File: src/hw/rtl/sppd_pkg.sv
// ----------------------------------------------------------------------------
// Stereo ping-pong delay package
// Register codes, reset values, limits and shared control types.
// ----------------------------------------------------------------------------
`default_nettype none

package sppd_pkg;

  // Width of every Q1.15 factor fed to the serial multipliers.
  localparam int FACTOR_BITS = 16;
  // Two multiplier bits are consumed per cycle.
  localparam int DIGIT_STEPS = FACTOR_BITS / 2;
  localparam int STEP_BITS   = $clog2(DIGIT_STEPS);

  // Configuration port.
  localparam int CFG_INDEX_BITS = 3;
  localparam int CFG_DATA_BITS  = 16;

  localparam int DELAY_BITS = 15;
  localparam int GAIN_BITS  = 15;
  localparam int WIDTH_BITS = 16;
  localparam int MIX_BITS   = 16;

  typedef enum logic [CFG_INDEX_BITS-1:0] {
    REG_DELAY = 3'd0,
    REG_GAIN  = 3'd1,
    REG_WIDTH = 3'd2,
    REG_MIX   = 3'd3
  } cfg_reg_t;

  localparam logic [DELAY_BITS-1:0] DELAY_RESET = 15'd12000;
  localparam logic [GAIN_BITS-1:0]  GAIN_RESET  = 15'd16384;
  localparam logic [WIDTH_BITS-1:0] WIDTH_RESET = 16'd32768;
  localparam logic [MIX_BITS-1:0]   MIX_RESET   = 16'd16384;

  // Feedback is limited to 0.95; width and mix to one.
  localparam logic [GAIN_BITS-1:0]   FB_LIMIT = 15'd31130;
  localparam logic [FACTOR_BITS-1:0] UNITY    = 16'd32768;

  // Control of one serial multiply lane.
  typedef struct packed {
    logic load;
    logic step;
  } mac_ctrl_t;

endpackage

`default_nettype wire

File: src/hw/rtl/sppd_mac.sv
// ----------------------------------------------------------------------------
// Serial multiply lane
// Computes base + round(mcand * mplier / 2^15), two multiplier bits a cycle.
// ----------------------------------------------------------------------------
`default_nettype none

module sppd_mac #(
  parameter int SAMPLE_BITS = 16
) (
  input  logic                                clk,
  input  sppd_pkg::mac_ctrl_t                 ctrl,
  input  logic signed [SAMPLE_BITS:0]         mcand,
  input  logic [sppd_pkg::FACTOR_BITS-1:0]    mplier,
  input  logic signed [SAMPLE_BITS:0]         base,
  output logic signed [SAMPLE_BITS+1:0]       result
);

  import sppd_pkg::*;

  localparam int AW = SAMPLE_BITS + 3;

  logic signed [SAMPLE_BITS:0] mcand_r;
  logic signed [SAMPLE_BITS:0] base_r;
  logic [FACTOR_BITS-1:0]      mplier_r;
  logic signed [AW-1:0]        acc_r;
  logic [FACTOR_BITS-1:0]      low_r;

  logic signed [AW-1:0]        mcand_ext;
  logic signed [AW-1:0]        part;
  logic signed [AW-1:0]        sum;
  logic signed [AW+1:0]        rounded;
  logic signed [AW+1:0]        total;

  // Partial product of one two-bit digit, added to the running high part.
  always_comb begin
    mcand_ext = AW'(mcand_r);
    part      = '0;
    if (mplier_r[0]) begin
      part = part + mcand_ext;
    end
    if (mplier_r[1]) begin
      part = part + (mcand_ext <<< 1);
    end
    sum = acc_r + part;
  end

  // Low product bits leave the accumulator into a shift register.
  always_ff @(posedge clk) begin
    if (ctrl.load) begin
      mcand_r  <= mcand;
      base_r   <= base;
      mplier_r <= mplier;
      acc_r    <= '0;
      low_r    <= '0;
    end else if (ctrl.step) begin
      mplier_r <= mplier_r >> 2;
      acc_r    <= sum >>> 2;
      low_r    <= {sum[1:0], low_r[FACTOR_BITS-1:2]};
    end
  end

  // Round half up at bit 15: the top low bit joins the result, the next one
  // is the rounding carry.
  always_comb begin
    rounded = (AW+2)'($signed({acc_r, low_r[FACTOR_BITS-1]}))
            + (AW+2)'($signed({1'b0, low_r[FACTOR_BITS-2]}));
    total   = (AW+2)'(base_r) + rounded;
    result  = total[SAMPLE_BITS+1:0];
  end

endmodule

`default_nettype wire

File: config.mk
export PLATFORM = sky130hd
export DESIGN_NAME = sppd_mac
export DESIGN_NICKNAME = d
export VERILOG_FILES = /design/src/hw/rtl/sppd_pkg.sv /design/src/hw/rtl/sppd_mac.sv
export SDC_FILE = /design/constraint.sdc
export NUM_CORES = 1
export LEC_CHECK = 0
export BUFFER_PORTS_ARGS = -buffer_cell sky130_fd_sc_hd__buf_2
export CORE_ASPECT_RATIO = 0.75
export CORE_MARGIN = 2
export CORE_UTILIZATION = 40
export DETAILED_ROUTE_END_ITERATION = 10
export GPL_TIMING_DRIVEN = 0
export SETUP_SLACK_MARGIN = 0.3
export SLEW_MARGIN = 25
export SYNTH_ARGS = -nofsm -noshare
export SYNTH_HDL_FRONTEND = slang
export SYNTH_SLANG_ARGS = --single-unit
export TNS_END_PERCENT = 30
File: constraint.sdc
create_clock -name clk -period 4.8 [get_ports clk]
set_clock_uncertainty 0.1 [all_clocks]
set_input_delay 0.24 -clock clk [delete_from_list [all_inputs] [get_ports clk]]
set_output_delay 0.24 -clock clk [all_outputs]
set_load 0.005 [all_outputs]
## Word-level counts from Yosys, hierarchy flattened

Cells that the tools add are included.

| operators by class | value |
|---|---|
| reduce and logical (&&, ||, !) cells | 1 |
| add/sub/neg operators | 4 |
| mux-type cells | 4 |

Operators with widths:

| cell | number |
|---|---|
| $mux W19 | 2 |
| $mux W16 | 2 |
| $add A17 B19 Y19 | 1 |
| $add A19 B18 Y19 | 1 |
| $add A17 B18 Y18 | 1 |
| $add A18 B2 Y18 | 1 |
| $reduce_bool A2 Y1 | 1 |

| word-level totals | value |
|---|---|
| word-level logic and storage cells | 14 |
| register bits after elaboration | 83 |

## Longest topological paths before layout

Gate-level depths: netlist of run 1.

| depth | value |
|---|---|
| depth after elaboration | 4 |
| depth in mapped cells | 24 |
| gate-level depth less buffers | 21 |

## Worst setup path before layout of run 1

OpenSTA, ideal clock, no wires.

| timing | value |
|---|---|
| path type | reg-to-reg |
| start point | reg mplier_r[0] |
| end point | reg, netlist name acc_r[16] |
| data arrival time | 4.629 ns |
| cell stages (with the launch flop) | 24 |
| buffers on the path | 3 |
| clock period less this slack | 4.852 ns |
| path slack | -0.052 ns |
| data required time | 4.577 ns |
| library setup time | 0.123 ns |
| cell sequence | edfxtp_1 > buf_2 > buf_1 > clkbuf_1 > and2_1 > ha_1 > inv_1 > fa_1 > o21ai_1 > a21oi_2 > nor2b_1 > o211ai_1 > o21ai_0 > nand2_1 > xor2_1 > ha_1 > a21o_1 > a21o_1 > a221oi_4 > a211oi_2 > nor3_1 > nor4b_1 > mux2i_1 > mux2_1 |

| on the way | value |
|---|---|
| word-level cells in the longest chain between the ends | 4 |

Ends and longest elaborated chain:

| item | RTL line | RTL |
|---|---|---|
| from (decl) | sppd_mac.sv:24 | `logic [FACTOR_BITS-1:0] mplier_r;` |
| from (signal assigned) | sppd_mac.sv:52 | `mplier_r <= mplier;` |
| from (signal assigned) | sppd_mac.sv:56 | `mplier_r <= mplier_r >> 2;` |
| $mux W19 (*) | sppd_mac.sv:38 | `if (mplier_r[0]) begin` |
| $add A19 B18 Y19 | sppd_mac.sv:42 | `part = part + (mcand_ext <<< 1);` |
| $mux W19 (*) | sppd_mac.sv:41 | `if (mplier_r[1]) begin` |
| $add A17 B19 Y19 (*) | sppd_mac.sv:44 | `sum = acc_r + part;` |

Every way passes the cells marked *; elsewhere a longest branch is shown, timed or not.
A chain may end at the register's enable or synchronous reset.

## Worst setup path after layout of run 1

| timing | value |
|---|---|
| start point | reg mplier_r[0] |
| end point | reg, netlist name acc_r[16] |

| on the way | value |
|---|---|
| word-level cells in the longest chain between the ends | 4 |

Ends and longest elaborated chain:

| item | RTL line |
|---|---|
| $mux W19 (*) | sppd_mac.sv:38 |
| $add A19 B18 Y19 | sppd_mac.sv:42 |
| $mux W19 (*) | sppd_mac.sv:41 |
| $add A17 B19 Y19 (*) | sppd_mac.sv:44 |

Marked as above.

==> results.md, run 1 <==
- Status: complete, no violations
- Drt pass-1 iters: 4
- HPWL after detailed placement: 8010 µm
- Largest family of logic cells by synthesized area: compound AO/OA/AOI/OAI gates
- Critical Path RT: 4.91 ns
- Post-synthesis compound-gate area fraction: 15.8%
- Flops & latches, synth: 69
- Synthesized net count: 591
- Tmin final: 4.59 ns
- Simple logic cell fraction of the synthesized area: 13.3%
- Tcrit/Tclk final: 95.6%
- # setup viols final: 0
- Nets: 735
- Slew HR: 40.9%
- Critical Path AT: 4.70 ns
- Crit-path most repeated cell: buf_6
- Longest Clk Path Bufs: 2
- YS warnings: 0
- Top delay family on crit path: compound AO/OA/AOI/OAI gates
- Pleak: 2.95 nW
- RSZ-0062 raised after global routing: true
- Initial drt markers: 299
- Row cnt: 35
- EDFF count, synth: 50
- Core area: 12,200 µm²
- Vias in the first global route: 4,098
- Worst IR Drop VDD: 226 µV
- Fin area: 6780 µm²
- TritonCTS clock tree: yes
- Number of buffers created by CTS: 9
- Mean Syn Cell Area: 10.2 µm²
- Yosys cell types: 60
- Synth Instances: 488
- DIE HEIGHT: 101 µm
- Skew-Pair Late Insertion Delay: 0.33 ns
- Synth Cell Area: 4990 µm²
- Htree depth: 3
- Startpoint Class: flop
- PwrDens: 417 nW/µm²
- First-pass GRT wire length: 19,100 µm
- Slowest cell delay on critical path: 0.42 ns
- Clk sinks: 69
- Global route overflow: 0
- Vias: 4,040
- Hold Vio Cnt, Final: 0
- Gp weighted congestion: 0.822
- Post-synth top flop: edfxtp_1
- Final Slew Violations: 0
- Critical Path End Type: flop
- Final Util: 55.5%
- Max cap viols: 0
- Hold/Removal Path Class: in -> reg
- Clock slew at reported path FFs: 0.06 ns
- Pin count of the biggest net entering global routing: 38
- Power, Total: 2.83 mW
- Post-synthesis mux area share: 8.82%
- Tightest Pin Transition: 0.886 ns
- Seq/Total Area, Yosys: 37.7%
- Fillers: 1,032
- Critical setup path kind: reg -> reg
- CP max stage cell: ha_1
- Layout area overhead: 35.8%
- DIE WIDTH: 133 µm
- Via/cell ratio: 5.03
- Antenna-violating nets left: 0
- Initial Util: 40.8%
- Final WL: 11,600 µm
- I/O Pins: 71
- Die Area: 13,400 µm²
- Wirelength per Cell: 14.4 µm
- Xor/xnor cell area share of the yosys netlist: 7.90%
- Worst Path Max Fanout: 4
- R2R Setup Slk: 0.21 ns
- Setup tns final: 0 ns
- PortBufs: 69
- Number of diodes: 0
- Worst Path Buf+Inv: 8
- All-layer global routing usage: 17.8%
- DRC: 0
- Clock Tree Root: clkbuf_16
- Fmax: 0.218 GHz
- Adder-cell share of the synthesized area: 13.3%
- Initial antenna violation count: 0
- Post-place instance area: 5580 µm²
- Asr flop ratio synth: 0%
- Layout cells sized above 1: 30.1%
path summary, 6_finish.rpt:
check,endpoint,cells after the start,from
setup / recovery,acc_r[16]$_SDFFE_PP0P_,25,mplier_r[0]$_DFFE_PP_
hold reg to reg,low_r[14]$_SDFFE_PP0P_,2,low_r[14]$_SDFFE_PP0P_
setup reg to reg,acc_r[16]$_SDFFE_PP0P_,25,mplier_r[0]$_DFFE_PP_
hold / removal,mplier_r[14]$_SDFFCE_PN0P_,2,mplier[14]
repair_timing:
| action | CTS | global route |
|---|---|---|
| setup endpoints to repair | 8 | 8 |
| endpoints found under the hold margin | 34 | 0 |
| pin swaps | 26 | 20 |
| hold buffers | 34 | 0 |
| setup buffers | 25 | 5 |
| gates resized for setup | 47 | 14 |
per-stage QoR:
stage | setup WS [ns] | hold WS [ns] | std cells
after global routing | -0.0324 | 0.0946 | 803
after global placement | -0.240 | 0.316 | 723
final | 0.210 | 0.0958 | 803
after CTS | 0.216 | 0.0803 | 798
after floorplan | 0.305 | 0.239 | 488
after detailed placement | -0.272 | 0.318 | 723
cells by family (layout without fill, tap and decap cells):
family / after synthesis / count (layout)
fa+ha+maj: 51 / 51
compound gates: 111 / 111
simple gates: 133 / 133
xor+xnor: 45 / 45
flops: 69 / 69
buf+inv: 38 / 187
mux: 41 / 41
power by group:
part	internal [mW]	leakage (nW)	switching [mW]	total (mW)
sequential	0.729	0.654	0.0819	0.811
clock	0.397	0.149	0.258	0.655
combinational	0.684	2.15	0.676	1.36
total	1.81	2.95	1.02	2.83
Yosys cell counts (all sizes together), types with 17 or more instances:
cell	count	area share, %
mux2i	17	3.4
nor2	35	2.6
edfxtp	50	30
inv	19	1.4
ha	46	12
dfxtp	19	7.6
xnor2	27	4.7
mux2	24	5.4
nand2	27	2.0
a21oi	35	3.7
xor2	18	3.2
layer usage:
layer  vias up  GRT usage [%]  part of all wire (%)
li1       2077              -                     -
met2        69           28.8                    45
met5         -              0                     0
met4         0           5.38                  0.94
met3         8           3.57                   3.9
met1      1886           24.2                    50
registers in the layout, summed over array words and instances, names as in the netlist:
register and count:
acc_r 17, mcand_r 17, low_r 2, base_r 17, mplier_r 16
worst reg2reg max path, delay by kind of cell, from the launching register on:
kind	cells	cell delay (ns)
DFF	1	0.35
AOI/OAI and AO/OA	8	1.27
muxes	2	0.50
adders and majority gates	3	0.93
xor gates and xnor gates	1	0.11
buffers and inverters	8	0.89
and+or+nand+nor	3	0.34
cell type report:
type	instances	area, µm²	area share [%]
Multi-Input combinational cell	381	3260	48.0
Sequential cell	69	1880	27.8
Timing Repair Buffer	133	926	13.7
Clock buffer	12	268	3.95
Tap cell	166	208	3.06
Buffer	19	143	2.10
Inverter	19	71.3	1.05
Clock inverter	4	26.3	0.388
placed cells by master (no fill, tap or decap), types with 5 or more instances in the layout:
cell type,n
buf_2,71
edfxtp_1,50
ha_1,37
dlygate4sd3_1,34
nor2_1,33
a21oi_1,29
xnor2_1,27
nand2_1,26
buf_4,26
mux2_2,19
dfxtp_1,19
inv_1,17
mux2i_1,17
xor2_1,16
a21o_1,16
and2_1,15
nand3_1,14
clkbuf_1,13
clkbuf_16,12
ha_4,9
nor3_1,8
o21ai_0,8
buf_6,6
nor2b_1,6
nand2b_1,6
nand3b_1,5
(Power assumes the default switching activity.)
==> inputs of run 2 (changes only) <==
--- a/config.mk
+++ b/config.mk
@@ -11,6 +11,7 @@
 export CORE_UTILIZATION = 40
 export DETAILED_ROUTE_END_ITERATION = 10
 export GPL_TIMING_DRIVEN = 0
+export PLACE_DENSITY_LB_ADDON = 0.15
 export SETUP_SLACK_MARGIN = 0.3
 export SLEW_MARGIN = 25
 export SYNTH_ARGS = -nofsm -noshare
==> run 2 against run 1 <==
First-iteration DRC count decreased by 46%. Highest routed layer unchanged. Critical path depth shrank 1. Sequential share of layout area down 0.11 points. Register-to-register slack gained 0.03 ns. Largest power group unchanged.
==> results.md, run 2 (same netlist as run 1, synthesis figures left out) <==
- Status: complete, no violations
- Number of diodes: 0 (unchanged)
- Setup tns final: 0 ns (unchanged)
- Pleak: 2.95 nW (-0.17%)
- Initial drt markers: 162 (-46%)
- Drt pass-1 iters: 4 (unchanged)
- TritonCTS clock tree: yes
- Hold Vio Cnt, Final: 0 (unchanged)
- PwrDens: 429 nW/µm² (+3.0%)
- I/O Pins: 71 (unchanged)
- HPWL after detailed placement: 7910 µm (-1.2%)
- Inst Count DP: 723 (unchanged)
- # setup viols final: 0 (unchanged)
- Hold Slack: 0.0943 ns (-0.00156 ns)
- Core area: 12,200 µm² (unchanged)
- Vias in the first global route: 3,909 (-4.6%)
- Layout area overhead: 36.4%
- DIE WIDTH: 133 µm (unchanged)
- Worst IR Drop VDD: 241 µV (+6.8%)
- Critical setup path kind: reg -> reg
- Startpoint Class: flop
- Tightest Pin Transition: 0.880 ns (-0.00612 ns)
- PortBufs: 69 (unchanged)
- Initial Util: 40.8% (unchanged)
- Antenna-violating nets left: 0 (unchanged)
- All-layer global routing usage: 17.6% (-0.21 points)
- Layout cells sized above 1: 31.4% (+1.3 points)
- Skew-Pair Late Insertion Delay: 0.33 ns (about the same)
- Htree depth: 3 (unchanged)
- Number of buffers created by CTS: 9 (unchanged)
- Critical Path AT: 4.67 ns (-0.03 ns)
- Tcrit/Tclk final: 95.0% (-0.65 points)
- Die Area: 13,400 µm² (unchanged)
- Post-route insts no fill: 799 (-0.50%)
- Final Slew Violations: 0 (unchanged)
- Tmin final: 4.56 ns (-0.0314 ns)
- RSZ-0062 raised after global routing: true
- Wirelength per Cell: 14.9 µm (+3.2%)
- Longest Clk Path Bufs: 2 (unchanged)
- Vias: 4,121 (+2.0%)
- Row cnt: 35 (unchanged)
- Via/cell ratio: 5.16 (+2.5%)
- Gp weighted congestion: 0.812 (-1.2%)
- Max cap viols: 0 (unchanged)
- Clk sinks: 69 (unchanged)
- Top Registers: acc_r: 17 flops, base_r: 17 flops, mcand_r: 17 flops
- Slew HR: 41.4% (+0.41 points)
- First-pass GRT wire length: 18,800 µm (-1.7%)
- Pin count of the biggest net entering global routing: 38 (unchanged)
- Critical Path End Type: flop
- Commonest cells after routing, fill and taps aside: buf_2, edfxtp_1, ha_1
- Final WL: 11,900 µm (+2.7%)
- Commonest non-fill, non-tap cell in the layout: buf_2
- Initial antenna violation count: 0 (unchanged)
- Global route overflow: 0 (unchanged)
- DRC: 0 (unchanged)
- Nets: 731 (-0.54%)
- Worst Path Max Fanout: 4 (unchanged)
- Hold/Removal Path Class: in -> reg
- DIE HEIGHT: 101 µm (unchanged)
- Clock Tree Root: clkbuf_16
- Critical Path RT: 4.91 ns (about the same)
- Clock slew at reported path FFs: 0.06 ns (about the same)
- Fmax: 0.219 GHz (+0.69%)
## run 2: metrics by stage
| step | power, mW | setup slack, ns | instance area, µm² | util, % |
|---|---|---|---|---|
| floorplan | 1.65 | 0.305 | 5030 | - |
| global placement | 1.93 | -0.209 | 5580 | 45.7 |
| detailed placement | 1.95 | -0.220 | 5580 | 45.7 |
| CTS | 2.78 | 0.277 | 6580 | 53.9 |
| global route | 3.12 | 0.0321 | 6810 | 55.7 |
| finish | 2.92 | 0.241 | 6810 | 55.7 |
## run 2: worst max-delay path, cell delays in order (launching register included)
cell,delay [ns]
edfxtp_1,0.39
buf_6,0.14
buf_8,0.12
clkbuf_16,0.13
and2_4,0.16
ha_4,0.17
inv_2,0.05
fa_2,0.22
o21ai_2,0.08
a21oi_4,0.24
o2111ai_2,0.19
o21ai_2,0.17
nand3b_1,0.11
xor2_1,0.16
mux2_4,0.29
ha_4,0.27
a21oi_2,0.06
nor2b_4,0.13
nand2_2,0.08
o21ai_4,0.07
a211oi_4,0.23
nor3_2,0.09
o31a_1,0.31
mux2i_1,0.15
mux2_1,0.33
## run 2: final timing paths
check | start | to | slack, ns | cells past startpoint
worst max-delay path | mplier_r[0]$_DFFE_PP_ | acc_r[16]$_SDFFE_PP0P_ | 0.24 | 24
worst min-delay path | mplier[15] | mplier_r[15]$_SDFFCE_PN0P_ | 0.09 | 2
worst max register to register | mplier_r[0]$_DFFE_PP_ | acc_r[16]$_SDFFE_PP0P_ | 0.24 | 24
worst min register to register | low_r[14]$_SDFFE_PP0P_ | low_r[14]$_SDFFE_PP0P_ | 0.40 | 2
## run 2: report_power, final
part	internal [mW]	total [mW]	switching [mW]	leakage (nW)
clock	0.413	0.669	0.257	0.153
combinational	0.723	1.44	0.717	2.14
sequential	0.729	0.812	0.0835	0.654
total	1.87	2.92	1.06	2.95
## run 2: layout make-up
class | instances | area, µm²
fillers | 1059 | 5410
multi-input cells | 381 | 3310
flip-flops and latches | 69 | 1880
repair buffers | 129 | 888
clock buffers | 12 | 279
well taps | 166 | 208
plain buffers | 19 | 143
inverters | 19 | 71.3
clock inverters | 4 | 27.5
## run 2: per-layer routing
metal / routed length, µm / track usage, % / vias up
li1: - / - / 2076
met2: 5400 / 28.1 / 86
met5: 0 / 0 / -
met3: 385 / 3.82 / 14
met1: 5970 / 24.3 / 1945
met4: 143 / 4.47 / 0
## run 2: repair_timing
item,4_1_cts,5_1_grt
pin swaps,28,30
endpoints found under the hold margin,34,0
setup endpoints to repair,8,8
buffers inserted,16,10
gates resized for setup,44,29
hold buffers,34,0
